===== src/design/smtr_pkg.sv =====
`default_nettype none

package smtr_pkg;

    // Mapper geometry
    localparam int SECTOR_COUNT = 8;
    localparam int SECTOR_BYTES = 8192;
    localparam int VRAM_FIRST   = 1024;
    localparam int VRAM_LAST    = 1025;

    localparam int SECTOR_SHIFT = $clog2(SECTOR_BYTES);
    localparam int IDX_W        = $clog2(SECTOR_COUNT);
    localparam int OFFSET_W     = 22;
    localparam int WINDOW_LEN   = 6;

    localparam logic [15:0] RAM_FIRST   = 16'd512;
    localparam logic [15:0] RAM_LAST    = 16'd1023;
    localparam logic [7:0]  MAPPER_PORT = 8'd2;
    localparam logic [7:0]  MARK_BYTE   = 8'hff;

    // Bus opcodes
    localparam logic [1:0] OP_MEM_READ  = 2'd0;
    localparam logic [1:0] OP_MEM_WRITE = 2'd1;
    localparam logic [1:0] OP_IO_WRITE  = 2'd2;

    // Target devices
    localparam logic [1:0] TGT_NONE = 2'd0;
    localparam logic [1:0] TGT_ROM  = 2'd1;
    localparam logic [1:0] TGT_RAM  = 2'd2;
    localparam logic [1:0] TGT_VRAM = 2'd3;

    // Mapper command status
    localparam logic [1:0] MAP_NONE     = 2'd0;
    localparam logic [1:0] MAP_DONE     = 2'd1;
    localparam logic [1:0] MAP_REJECTED = 2'd2;

    // Map update from the command window to the sector table
    typedef struct packed {
        logic             wr_en;
        logic [IDX_W-1:0] wr_idx;
        logic [15:0]      wr_value;
        logic [1:0]       status;
    } t_map_cmd;

    // Reset contents of one sector table entry
    function automatic logic [15:0] map_reset_value(input int idx);
        logic [15:0] value;
        value = 16'd0;
        if (idx == 1)
            value = RAM_FIRST;
        if (idx == SECTOR_COUNT - 1)
            value = 16'(VRAM_FIRST);
        return value;
    endfunction

endpackage

`default_nettype wire


===== src/design/sector_mapper_address_translator.sv =====
// Channel   Handshake              Payload
// -------   --------------------   ----------------------------------------------
// access    start / busy (in)      i_opcode, i_bus_address, i_bus_data
// result    o_valid strobe (out)   o_target, o_device_offset, o_write_strobe,
//                                  o_write_byte, o_map_status
//
// One transaction per clock; busy stays low, so start may be held every cycle.
// Each transaction passes the input register, then one pass of decode and table
// lookup into the result register; the sector table updates in that same pass.
// Synchronous active-low reset restores the sector table and clears the window.
// The receiver cannot stall: each result is on the ports for one cycle only.
`default_nettype none

module sector_mapper_address_translator
    import smtr_pkg::*;
(
    input  wire logic                i_clk,
    input  wire logic                i_rst_n,
    input  wire logic                start,
    output logic                     busy,
    input  wire logic [1:0]          i_opcode,
    input  wire logic [15:0]         i_bus_address,
    input  wire logic [7:0]          i_bus_data,
    output logic                     o_valid,
    output logic [1:0]               o_target,
    output logic [OFFSET_W-1:0]      o_device_offset,
    output logic                     o_write_strobe,
    output logic [7:0]               o_write_byte,
    output logic [1:0]               o_map_status
);

    // Input register
    logic        r_in_valid;
    logic [1:0]  r_opcode;
    logic [15:0] r_address;
    logic [7:0]  r_data;

    // Sector table
    logic [15:0] r_sector_map [SECTOR_COUNT];

    // Result register
    logic                r_valid;
    logic [1:0]          r_target;
    logic [OFFSET_W-1:0] r_offset;
    logic                r_strobe;
    logic [7:0]          r_byte;
    logic [1:0]          r_status;

    logic [1:0]          n_target;
    logic [OFFSET_W-1:0] n_offset;
    logic                n_strobe;
    logic [7:0]          n_byte;

    logic                io_shift;
    t_map_cmd            map_cmd;

    assign busy = 1'b0;

    always_ff @(posedge i_clk) begin
        if (!i_rst_n) begin
            r_in_valid <= 1'b0;
        end else begin
            r_in_valid <= start && !busy;
        end
        r_opcode  <= i_opcode;
        r_address <= i_bus_address;
        r_data    <= i_bus_data;
    end

    // Mapper port writes feed the command window
    assign io_shift = r_in_valid && r_opcode == OP_IO_WRITE &&
                      r_address[7:0] == MAPPER_PORT;

    smtr_cmd_window u_cmd_window (
        .i_clk   (i_clk),
        .i_rst_n (i_rst_n),
        .i_shift (io_shift),
        .i_data  (r_data),
        .o_cmd   (map_cmd)
    );

    always_ff @(posedge i_clk) begin
        if (!i_rst_n) begin
            for (int i = 0; i < SECTOR_COUNT; i++)
                r_sector_map[i] <= map_reset_value(i);
        end else if (map_cmd.wr_en) begin
            r_sector_map[map_cmd.wr_idx] <= map_cmd.wr_value;
        end
    end

    // Address translation
    always_comb begin
        logic [16:0] sect;
        logic [15:0] hw;
        logic [15:0] base_diff;
        logic        is_write;
        logic        is_mem;
        sect      = {1'b0, r_address} >> SECTOR_SHIFT;
        hw        = r_sector_map[sect[IDX_W-1:0]];
        is_write  = r_opcode == OP_MEM_WRITE;
        is_mem    = r_opcode == OP_MEM_READ || is_write;
        base_diff = 16'd0;
        n_target  = TGT_NONE;
        n_strobe  = 1'b0;
        if (is_mem && sect < 17'(SECTOR_COUNT)) begin
            if (hw == 16'd0) begin
                n_target = TGT_ROM;
            end else if (hw >= RAM_FIRST && hw <= RAM_LAST) begin
                n_target  = TGT_RAM;
                base_diff = hw - RAM_FIRST;
                n_strobe  = is_write;
            end else if (hw >= 16'(VRAM_FIRST) && hw <= 16'(VRAM_LAST)) begin
                n_target  = TGT_VRAM;
                base_diff = hw - 16'(VRAM_FIRST);
                n_strobe  = is_write;
            end
        end
        n_offset = OFFSET_W'(r_address & 16'(SECTOR_BYTES - 1)) +
                   OFFSET_W'(32'(base_diff) << SECTOR_SHIFT);
        if (n_target == TGT_NONE)
            n_offset = '0;
        n_byte = n_strobe ? r_data : 8'd0;
    end

    always_ff @(posedge i_clk) begin
        if (!i_rst_n) begin
            r_valid <= 1'b0;
        end else begin
            r_valid <= r_in_valid;
        end
        r_target <= n_target;
        r_offset <= n_offset;
        r_strobe <= n_strobe;
        r_byte   <= n_byte;
        r_status <= map_cmd.status;
    end

    assign o_valid         = r_valid;
    assign o_target        = r_target;
    assign o_device_offset = r_offset;
    assign o_write_strobe  = r_valid && r_strobe;
    assign o_write_byte    = r_byte;
    assign o_map_status    = r_status;

    // Checks
    a_strobe_target: assert property (@(posedge i_clk) disable iff (!i_rst_n)
        o_write_strobe |-> (o_target == TGT_RAM || o_target == TGT_VRAM))
        else $error("write strobe without ram or video ram target");

    a_cmd_no_target: assert property (@(posedge i_clk) disable iff (!i_rst_n)
        (o_valid && o_map_status != MAP_NONE) |-> (o_target == TGT_NONE &&
            !o_write_strobe))
        else $error("mapper command result carries a device access");

    a_result_follows: assert property (@(posedge i_clk) disable iff (!i_rst_n)
        r_in_valid |=> o_valid)
        else $error("accepted transaction produced no result");

    a_map_written: assert property (@(posedge i_clk) disable iff (!i_rst_n)
        map_cmd.wr_en |=> r_sector_map[$past(map_cmd.wr_idx)] == $past(map_cmd.wr_value))
        else $error("sector table not updated by remap command");

endmodule

`default_nettype wire


===== src/design/smtr_cmd_window.sv =====
`default_nettype none

module smtr_cmd_window
    import smtr_pkg::*;
(
    input  wire logic     i_clk,
    input  wire logic     i_rst_n,
    input  wire logic     i_shift,
    input  wire logic [7:0] i_data,
    output t_map_cmd      o_cmd
);

    logic [7:0] r_window [WINDOW_LEN];
    logic [7:0] n_window [WINDOW_LEN];

    // Window after this byte is shifted in
    always_comb begin
        for (int i = 0; i < WINDOW_LEN - 1; i++)
            n_window[i] = r_window[i + 1];
        n_window[WINDOW_LEN - 1] = i_data;
    end

    // Command decode: trailing three bytes all marker
    always_comb begin
        o_cmd          = '0;
        o_cmd.wr_idx   = n_window[0][IDX_W-1:0];
        o_cmd.wr_value = {n_window[2], n_window[1]};
        if (i_shift && n_window[3] == MARK_BYTE && n_window[4] == MARK_BYTE &&
            n_window[5] == MARK_BYTE) begin
            if (n_window[0] < 8'(SECTOR_COUNT)) begin
                o_cmd.wr_en  = 1'b1;
                o_cmd.status = MAP_DONE;
            end else begin
                o_cmd.status = MAP_REJECTED;
            end
        end
    end

    always_ff @(posedge i_clk) begin
        if (!i_rst_n) begin
            for (int i = 0; i < WINDOW_LEN; i++)
                r_window[i] <= 8'd0;
        end else if (i_shift) begin
            for (int i = 0; i < WINDOW_LEN; i++)
                r_window[i] <= n_window[i];
        end
    end

endmodule

`default_nettype wire

===== config.mk =====
export PLATFORM = sky130hd
export DESIGN_NAME = sector_mapper_address_translator
export DESIGN_NICKNAME = d
export VERILOG_FILES = /design/src/design/smtr_pkg.sv /design/src/design/sector_mapper_address_translator.sv /design/src/design/smtr_cmd_window.sv
export SDC_FILE = /design/constraint.sdc
export NUM_CORES = 1
export LEC_CHECK = 0
export BUFFER_PORTS_ARGS = -buffer_cell sky130_fd_sc_hd__clkbuf_2
export CAP_MARGIN = 20
export CORE_UTILIZATION = 40
export CTS_BUF_LIST = sky130_fd_sc_hd__clkbuf_16
export DETAILED_ROUTE_END_ITERATION = 8
export GPL_TIMING_DRIVEN = 0
export PLACE_DENSITY = 0.56
export SLEW_MARGIN = 15
export SYNTH_ARGS = -nofsm -noshare
export SYNTH_HDL_FRONTEND = slang
export SYNTH_SLANG_ARGS = --single-unit
export TNS_END_PERCENT = 1

===== constraint.sdc =====
create_clock -name i_clk -period 3.5 [get_ports i_clk]
set_input_delay 0.7 -clock i_clk [delete_from_list [all_inputs] [get_ports i_clk]]
set_output_delay 0.7 -clock i_clk [all_outputs]
set_load 0.03 [all_outputs]

==> results.yml <==
cells_and_area:
  final_area_sq_mm: 0.0108
  final_common_cell: "edfxtp_1"
  fin_cells: 991
  layout_common_cells: "168 x edfxtp_1, 129 x and2_1, 66 x clkbuf_2"
  layout-drive-gt1-share_pct: 26.9
  antenna_cells: 0
  nNetsFinal: 715
  synthToLayoutAreaGrowth_pct: 17.5
synth:
  yosys.cell_types.count: 53
  syn-instance-count: 592
  synth_edf_count: 168
  syn_nets: 621
  syn_area_sq_mm: 0.00917
  synth-seq-cells: 231
  ys.flop_type: "edfxtp_1"
  ys_seq_area_share_pct: 68.7
  synth_async_sr_flop_share_pct: 0
  syn_area_per_cell_sq_um: 15.5
  yosys_warnings: 0
route:
  ant_nets: 0
  drt_iter0_markers: 328
  via_per_inst: 5.13
  dr.pass1.iters: 5
  drc: 0
  wl_per_cell_um: 20.8
  num_vias: 5082
  wl_um: 20600
setup_path:
  worstSetupPathType: "reg -> reg"
  arrival_ps: 3370
  worstPathRequired_ps: 3640
  cp_max_fo: 16
  crit_slowest_cell: "nand2b_1"
  cp_top_family: "simple AND/OR/NAND/NOR gates"
  path_cells: "or4_4 -> nor3_4 -> nand4_2 -> nor3_2 -> nor3b_2 -> nand2b_1"
  critPathLaunchType: "register"
  cpPeakStageDelay_ps: 740
  worstSetupEndpointType: "register"
  path_buf_inv: 0
place:
  io_buffer_count: 64
  gp_congestion: 0.775
  placed_area_sq_mm: 0.00989
  place.detailed.hpwl_um: 14200
  dp.cells: 943
timing:
  max_freq_mhz: 309
  rsz0062_at_grt: "false"
  slew_headroom_pct: 36.3
  fin_crit_sh_pct: 92.4
  maxSlewViolCount: 0
  finalSetupViolations: 0
  timing.final.hold_violations: 0
  period_minus_slack_ps: 3230
  worst_slew_pin_slew_ps: 956
  clock_skew_ps: 10.9
clock_tree:
  h-tree-depth: 1
  cts_buffer_depth: 3
  clk_pin_slew_ps: 60
  cts_made_buffers: 26
  clk_latency_ps: 520
  post-cts-setup-buffer-count: 0
  cts_tree: "done"
  cts-root-buf: "clkbuf_16"
  clock-sinks: 231
job:
  drv_cap: 0
pwr:
  switching_share_pct: 21.0
  irDropWorstVdd_v: 0.000364
  netSwitchingPower_mw: 1.28
  clock_power_share_pct: 45.0
  power.leakage_nw: 4.24
  pwr-share-comb_pct: 4.6
  seqPwrFrac_pct: 50.4
  power_density_mw_per_mm2: 565
  internal-power_mw: 4.81
floorplan:
  std_cell_rows: 55
  die_y_um: 153
  dieArea_sq_mm: 0.0235
  die_width_um: 153
  top_level_ports: 66
  coreArea_sq_mm: 0.0226
  start_util_pct: 40.6
global_routing:
  grt_pass1_wl_um: 31700
  grt_pass1_vias: 5355
  grtUsageTotal_pct: 17.9
  grt_overflow: 0
  grt_start_max_net_pins: 29
  antenna_found_initial: 0
outcome:
  status: "finished, final reports clean"
worst_hold_path:
  min_path_type: "in -> reg"
## synth_stat cells, drive strengths merged (2+ instances only)
cell type | count | area, sq um
edfxtp | 168 | 5040
and2 | 129 | 807
dfxtp | 63 | 1260
and3 | 40 | 250
mux4 | 22 | 510
nor3 | 22 | 183
buf | 19 | 163
clkbuf | 16 | 62.6
a21boi | 13 | 128
nand2 | 12 | 45.0
nand2b | 11 | 68.8
nor2 | 11 | 43.8
mux2i | 10 | 125
nor4 | 10 | 96.4
nand4 | 8 | 56.3
nor3b | 5 | 70.1
nor4b | 5 | 43.8
inv | 4 | 15.0
nand3 | 4 | 37.5
or4 | 4 | 37.5
and3b | 2 | 17.5
mux2 | 2 | 22.5
or3 | 2 | 12.5
## final cells by class
| type | count | area (sq um) |
|---|---|---|
| clock buffers | 27 | 676 |
| multi-input cells | 322 | 2640 |
| clock inverters | 21 | 200 |
| flip-flops and latches | 231 | 6310 |
| repair buffers | 66 | 355 |
| inverters | 4 | 15.0 |
| well taps | 285 | 357 |
| plain buffers | 35 | 225 |
| fillers | 1959 | 11800 |
## routing by layer
metal	GRT usage, %	vias up	wire (um)
li1	-	2371	-
met2	30.3	133	10200
met5	0	-	0
met1	24.0	2550	9000
met4	5.10	0	414
met3	2.58	28	987
## worst paths after layout
kind | startpoint | to | slack (ps) | cells past startpoint
hold reg to reg | r_address[12] | o_device_offset[12] | 450 | 1
setup / recovery | r_address[0] | r_sector_map[0][11] | 270 | 6
hold / removal | i_bus_address[1] | r_address[1] | 280 | 1
setup reg to reg | r_address[0] | r_sector_map[0][11] | 270 | 6
## what timing repair did
item / 4_1_cts / 5_1_grt
resized for setup: 0 / 4
hold buffers: 0 / 0
endpoints found under the setup margin: 0 / 64
## worst register-to-register path, stage by stage, from the launching register on
cell      delay (ps)
dfxtp_1          310
or4_4            550
nor3_4           360
nand4_2          230
nor3_2           190
nor3b_2          470
nand2b_1         740
## cell families (layout without fill, tap and decap cells)
| group | count (synthesis) | after routing | synth area share (%) |
|---|---|---|---|
| other cells | 1 | 1 | 0.0409 |
| compound gates | 19 | 19 | 1.90 |
| simple gates | 268 | 268 | 19.5 |
| flops | 231 | 231 | 68.7 |
| mux | 34 | 34 | 7.17 |
| buf+inv | 39 | 153 | 2.62 |
## stage by stage
stage                     TNS [ps]  hold slack [ps]  setup slack [ps]  power (mW)  utilization [%]
after floorplan                  0              430               365        3.28                -
after global placement      -16680              433             -1040        3.40             43.6
after detailed placement         0              443              19.9        3.41             43.8
after CTS                        0              263              14.5        6.15             47.7
after global routing             0              260              2.65        6.27             47.7
final                            0              280               267        6.08             47.7
## power by group through the flow
stage	clock network [mW]	registers [mW]	logic (mW)
after detailed placement	0	3.12	0.283
final	2.74	3.06	0.280
after global placement	0	3.12	0.274
after CTS	2.79	3.07	0.284
after global routing	2.90	3.07	0.300
after floorplan	0	3.11	0.172
## state kept, by name (all words and copies together), names as in the netlist
name / cells
o_valid: 1
r_sector_map: 128
o_target: 2
r_strobe: 1
o_map_status: 2
o_write_byte: 8
u_cmd_window.r_window: 40
o_device_offset: 22
r_data: 8
r_address: 16
r_in_valid: 1
r_opcode: 2
Note: power is estimated with default switching activity, not from simulation.
